`src/assert_macros.svh`:
```
// Assertion macros used by the block cipher RTL.
`ifndef ASSERT_MACROS_SVH
`define ASSERT_MACROS_SVH
`ifndef SYNTHESIS
`define PYJ_ASSERT(label, prop, msg) \
	label: assert property (@(posedge clk) disable iff (!arst_n) prop) else $error(msg);
`define PYJ_ASSERT_NEXT(label, ante, cons, msg) \
	label: assert property (@(posedge clk) disable iff (!arst_n) ante |=> cons) else $error(msg);
`else
`define PYJ_ASSERT(label, prop, msg)
`define PYJ_ASSERT_NEXT(label, ante, cons, msg)
`endif
`endif

```
`src/pyj_pkg.sv`:
```
// Shared types, constants and GF(2) helpers for the Pyjamask cipher.
package pyj_pkg;
	localparam int NUM_ROUNDS = 14;
	localparam int NUM_KEYS = NUM_ROUNDS + 1;
	localparam int KIDX_W = $clog2(NUM_KEYS);

	typedef logic [3:0][31:0] blk_t;
	typedef blk_t [NUM_KEYS-1:0] rk_arr_t;

	typedef struct packed {
		logic dec;
		logic wide;
		blk_t data;
	} item_t;

	localparam logic [1:0] REG_KEY_HIGH = 2'd0;
	localparam logic [1:0] REG_KEY_LOW = 2'd1;
	localparam logic [1:0] REG_WIDE_MODE = 2'd2;

	localparam logic [31:0] KS_MIX = 32'hb881b9ca;
	localparam logic [31:0] KS_C0 = 32'h00000080;
	localparam logic [31:0] KS_C1 = 32'h00006a00;
	localparam logic [31:0] KS_C2 = 32'h003f0000;
	localparam logic [31:0] KS_C3 = 32'h24000000;
	localparam logic [31:0] MIX_A = 32'ha3861085;
	localparam logic [31:0] MIX_B = 32'h63417021;
	localparam logic [31:0] MIX_C = 32'h692cf280;
	localparam logic [31:0] MIX_D = 32'h48a54813;
	localparam logic [31:0] IMIX_A = 32'h2037a121;
	localparam logic [31:0] IMIX_B = 32'h108ff2a0;
	localparam logic [31:0] IMIX_C = 32'h9054d8c0;
	localparam logic [31:0] IMIX_D = 32'h3354b117;

	// Circulant matrix with first row m times column v: bit 31-k of v picks m rotated right by k.
	function automatic logic [31:0] circ_mul(input logic [31:0] m, input logic [31:0] v);
		logic [31:0] acc;
		logic [63:0] mm;
		acc = '0;
		mm = {m, m};
		for (int k = 0; k < 32; k++) begin
			if (v[31-k]) acc = acc ^ mm[k +: 32];
		end
		return acc;
	endfunction
endpackage

```
`src/pyj_round.sv`:
```
// One cipher round, forward or inverse, with optional final key add.
module pyj_round (
	input  pyj_pkg::blk_t din,
	input  pyj_pkg::blk_t rkey,
	input  pyj_pkg::blk_t fkey,
	input  logic          dec,
	input  logic          wide,
	input  logic          last,
	output pyj_pkg::blk_t dout
);
	pyj_pkg::blk_t x;
	pyj_pkg::blk_t r;
	logic [31:0] a, b, c, d, t;

	always_comb begin
		x = din ^ rkey;
		if (!wide) x[3] = '0;
		r = '0;
		if (!dec) begin
			a = x[0]; b = x[1]; c = x[2]; d = x[3];
			if (wide) begin
				a = a ^ d;
				d = d ^ (a & b);
				a = a ^ (b & c);
				b = b ^ (c & d);
				c = c ^ (a & d);
				c = c ^ b;
				b = b ^ a;
				d = ~d;
				t = c; c = d; d = t;
				r[3] = pyj_pkg::circ_mul(pyj_pkg::MIX_D, d);
			end else begin
				t = '0;
				a = a ^ b;
				b = b ^ c;
				c = c ^ (a & b);
				a = a ^ (b & c);
				b = b ^ (a & c);
				c = c ^ a;
				c = ~c;
				b = b ^ a;
				a = a ^ b;
			end
			r[0] = pyj_pkg::circ_mul(pyj_pkg::MIX_A, a);
			r[1] = pyj_pkg::circ_mul(pyj_pkg::MIX_B, b);
			r[2] = pyj_pkg::circ_mul(pyj_pkg::MIX_C, c);
		end else begin
			a = pyj_pkg::circ_mul(pyj_pkg::IMIX_A, x[0]);
			b = pyj_pkg::circ_mul(pyj_pkg::IMIX_B, x[1]);
			c = pyj_pkg::circ_mul(pyj_pkg::IMIX_C, x[2]);
			if (wide) begin
				d = pyj_pkg::circ_mul(pyj_pkg::IMIX_D, x[3]);
				t = c; c = d; d = t;
				d = ~d;
				b = b ^ a;
				c = c ^ b;
				c = c ^ (a & d);
				b = b ^ (c & d);
				a = a ^ (b & c);
				d = d ^ (a & b);
				a = a ^ d;
			end else begin
				t = '0;
				d = '0;
				a = a ^ b;
				b = b ^ a;
				c = ~c;
				c = c ^ a;
				b = b ^ (a & c);
				a = a ^ (b & c);
				c = c ^ (a & b);
				b = b ^ c;
				a = a ^ b;
			end
			r = {d, c, b, a};
		end
		if (last) r = r ^ fkey;
		if (!wide) r[3] = '0;
		dout = r;
	end
endmodule

```
`config.mk`:
```
export PLATFORM = sky130hd
export DESIGN_NAME = pyj_round
export DESIGN_NICKNAME = d
export VERILOG_FILES = /design/src/assert_macros.svh /design/src/pyj_pkg.sv /design/src/pyj_round.sv
export SDC_FILE = /design/constraint.sdc
export NUM_CORES = 2
export LEC_CHECK = 0
export ABC_AREA = 1
export BUFFER_PORTS_ARGS = -buffer_cell sky130_fd_sc_hd__buf_2
export CORE_MARGIN = 2
export CORE_UTILIZATION = 30
export DETAILED_ROUTE_END_ITERATION = 10
export PLACE_DENSITY = 0.59
export REMOVE_ABC_BUFFERS = 1
export SLEW_MARGIN = 25
export SYNTH_ARGS = -nofsm -noshare
export SYNTH_HDL_FRONTEND = slang
export SYNTH_SLANG_ARGS = --single-unit
```
`constraint.sdc`:
```
create_clock -name vclk -period 3.2
set_clock_uncertainty 0.05 [all_clocks]
set_input_delay 0.16 -clock vclk [all_inputs]
set_output_delay 0.16 -clock vclk [all_outputs]
set_load 0.02 [all_outputs]
```
# After elaboration in Yosys (flattened, before gate mapping)
# Index checks and enable logic that the tools add are counted.
# totals
word_cells,882
ff_bits,0
output_inout_bits,128
in_bits,387
latchBits,0
mem_bits_ro,0
ramBits,0
memories,0
# classes
n_bitwise,296
add_sub_neg,0
eq_ne,0
n_div,0
n_shift,0
n_lt_le_gt_ge,0
mul,0
reduce_logical,0
mux,586
# ops
cell,count
32-bit two-way mux,424
31-bit two-way mux,63
11-bit inverter,155
30-bit two-way mux,39
32-bit XOR,29
13-bit inverter,62
29-bit two-way mux,23
15-bit inverter,31
32-bit bitwise AND,14
28-bit two-way mux,16
128-bit two-way mux,2
128-bit XOR,2
27-bit two-way mux,8
26-bit two-way mux,6
32-bit inverter,3
25-bit two-way mux,3
24-bit two-way mux,2

# Longest topological paths before layout
# depth
depth_word,143
depth_mapped,32
depth_no_buf,32

# Least setup slack after synthesis
# Ideal clock, no wire load.
# synth_timing
path_type,input port to output port
from,in rkey[77] (netlist name)
to,out dout[114] (netlist name)
arrival_time_ns,3.370
cell_stages,17
required_ns,2.990
path_slack_ns,-0.380
n_path_buf,1
path_cell_list,xnor2_1 buf_2 inv_1 ha_1 xnor2_1 xor2_1 nand2_1 o21ai_0 xor2_2 xnor2_1 xor2_1 xor2_1 xor2_1 nand2_1 nand3_1 nand2_1 nor2_1
# synth_rtl
item,line_no,text
"start, declared",pyj_round.sv:4,"input pyj_pkg::blk_t rkey,"
"end, declared",pyj_round.sv:9,output pyj_pkg::blk_t dout

==> metrics.cfg <==
[layout]
final_nets = 8817
seq_cells = 0
mostFrequentLayoutCells = buf_4 (1805), nand2_1 (1353), xor2_1 (999)
syn2layout_area_growth_pct = 88.6
drive_above_1_share = 0.483
layout.cells.most_common = buf_4
stdcell_count = 10036
layout_clock_buffer_count = 0
final-seq-area_sq_um = 0
layout.core_utilization = 0.570

[sta]
grt_setup_unrepaired = yes
timing.setup.tns_ns = -37.89
timing_hold_violations_final = 0
period_minus_slack_ns = 3.67
finalCritPeriodShare = 1.15
fmax_mhz = 272
maxSlewViolCount = 0
report.final.setup_viol = 128
worstMarginPinSlew_ns = 0.959
slew_headroom = 0.361
layout_setup_ws_ns = -0.470

[setup_path]
critical_path.cell_chain = buf_6, xnor2_2, buf_4, clkinvlp_4, ha_4, xor2_4, xor2_4, nand2_4, xor2_4, buf_12, xor2_2, xor2_1, buf_4, or2_4, nand2_2, nand2_1, nand3_1, nand3_4, nand3_2, nand2_1, nor2_1, buf_4
max_stage_delay_ns = 0.26
crit_required_ns = 2.99
worstPathMaxFanout = 3
setup.worst_path.start_class = input port
worst_setup_path_end_kind = output port
arrival_time_at_the_worst_endpoint_ns = 3.46
critical-path-slowest-cell = xor2_4
worst-setup-path-type = input port to output port

[global_routing]
grt_overflow_total = 0
grt_start_max_net_pins = 76
wire_length_of_the_first_global_routing_pass_microns = 330000
initial_antenna_violation_count = 10
vias_in_the_first_global_route = 45894
total_track_usage = 0.362

[placement]
finalWeightedCongestion = 1.08
dpl.cell_count = 9784
placement.io_buffers = 515
post-dp-hpwl_microns = 208000

[synthesis]
syn_inst = 5863
synth.avg_cell_area_sq_um = 6.38
synthDistinctLibCells = 66
synthesis.area_sq_um = 37400
yosys_warnings = 0
synth_sequential_area_ratio = 0

[routing]
route.met2.wl_microns = 107000
postRouteWirelength_microns = 244000
count_of_routing_violations_after_the_opening_detailed_route_iteration = 4213
via_per_inst = 4.87
postRouteAntennaNets = 0
firstDrtPassIters = 6
met3RoutedLength_microns = 17600
highest_layer = met5
route.detailed.drc = 0
routed_length_on_met1_microns = 97900
wl_per_cell_microns = 24.3
via_count = 48876

[power]
cellLeakagePower_nw = 34.4
powerDensity_nw_per_um2 = 1140
vdd.ir_drop.worst_v = 0.00129
design_power_total_mw = 80.7

[hold_path]
hold_start = fkey[36]
holdPathEnd = dout[36]
min_path_cells = 4
hold_path.class = input port to output port

[outcome]
run_status = finished with violations
violated_checks = negative setup slack

[floorplanning]
die_height_microns = 357
fp.dieW_microns = 357
floorplan.core_area_sq_um = 124000
fp.dieArea_sq_um = 127000
boundary_pins = 515
starting_density = 0.302
row_count = 129

[run]
drv_cap = 0

==> report_power, final <==
| group | internal, mW | switching (mW) |
|---|---|---|
| sequential | 0 | 0 |
| combinational | 36.1 | 44.6 |
| clock | 0.000000488 | 0 |
| total | 36.1 | 44.6 |
==> worst max path at each step <==
stage,from,endpoint,slack (ns)
after floorplan,wide,dout[26],-3.34
after global placement,din[45],dout[108],-1.01
after detailed placement,rkey[45],dout[114],-1.09
after CTS,rkey[42],dout[108],-0.40
after global routing,din[94],dout[113],-0.58
final,din[94],dout[113],-0.47
==> area by class of cell <==
type,count,area (sq um)
Timing Repair Buffer,2696,23500
Antenna cell,3,7.51
Multi-Input combinational cell,5192,42900
Inverter,508,2020
Tap cell,1637,2050
Fill cell,11412,53100
==> cells in the mapped netlist (5+ instances only) <==
| cell | instances | area share |
|---|---|---|
| xor2_1 | 1307 | 0.31 |
| nand3_4 | 11 | 0.0052 |
| a31oi_2 | 5 | 0.0017 |
| xor2_4 | 13 | 0.0096 |
| o21ai_0 | 277 | 0.037 |
| ha_1 | 32 | 0.011 |
| nand3_1 | 294 | 0.039 |
| xnor2_4 | 11 | 0.0081 |
| a22oi_1 | 11 | 0.0022 |
| o22ai_1 | 9 | 0.0015 |
| buf_6 | 8 | 0.0024 |
| nand2_2 | 30 | 0.0050 |
| nand2_1 | 1587 | 0.16 |
| inv_1 | 492 | 0.049 |
| a31oi_1 | 6 | 0.0010 |
| o221ai_1 | 6 | 0.0014 |
| o2111ai_1 | 5 | 0.0012 |
| nor2_4 | 11 | 0.0033 |
| nand3b_1 | 13 | 0.0026 |
| buf_1 | 18 | 0.0018 |
| or2_1 | 8 | 0.0013 |
| o21ai_1 | 47 | 0.0063 |
| xnor2_1 | 855 | 0.20 |
| nand4_1 | 16 | 0.0027 |
| inv_2 | 15 | 0.0015 |
| nand3_2 | 10 | 0.0027 |
| xnor2_2 | 22 | 0.0096 |
| nor2_1 | 202 | 0.020 |
| clkbuf_1 | 42 | 0.0042 |
| or2_0 | 6 | 0.0010 |
| xor2_2 | 56 | 0.024 |
| or2_2 | 28 | 0.0047 |
| o211ai_1 | 29 | 0.0058 |
| a21oi_1 | 168 | 0.022 |
| buf_4 | 17 | 0.0034 |
| buf_2 | 77 | 0.010 |
| o21ai_2 | 70 | 0.016 |
==> worst max-delay path: cells and delay by family <==
family | cells | cell delay, ns
adders and majority gates | 1 | 0.24
and+or+nand+nor | 9 | 0.95
buffers and inverters | 6 | 0.91
xor gates and xnor gates | 6 | 1.19
==> what timing repair did <==
| item | CTS | global route |
|---|---|---|
| hold buffers | 0 | 0 |
| setup endpoints to repair | 128 | 128 |
| setup buffers | 160 | 122 |
| pin swaps | 440 | 503 |
| gates resized for setup | 1020 | 896 |
| gates cloned | 7 | 0 |
==> routing by layer <==
layer,track usage,up-vias
li1,-,23065
met5,0,-
met2,0.576,2010
met4,0.234,8
met1,0.463,23286
met3,0.0437,507
==> per-stage QoR <==
step | hold slack, ns | setup slack [ns] | instance area [sq um]
after floorplan | 0.399 | -3.34 | 36500
after global routing | 0.652 | -0.580 | 70500
final | 0.624 | -0.470 | 70500
after detailed placement | 0.635 | -1.09 | 58300
after CTS | 0.635 | -0.403 | 65000
after global placement | 0.632 | -1.01 | 58300
==> cells by family (layout without fill, tap and decap cells) <==
| group | after synthesis | after routing | share of synthesized area |
|---|---|---|---|
| buf+inv | 671 | 3204 | 0.0737 |
| other cells | 0 | 3 | 0 |
| fa+ha+maj | 32 | 32 | 0.0107 |
| mux | 2 | 2 | 0.000636 |
| xor+xnor | 2265 | 2265 | 0.559 |
| simple gates | 2225 | 2225 | 0.250 |
| compound gates | 668 | 668 | 0.107 |
(Power assumes the default switching activity.)
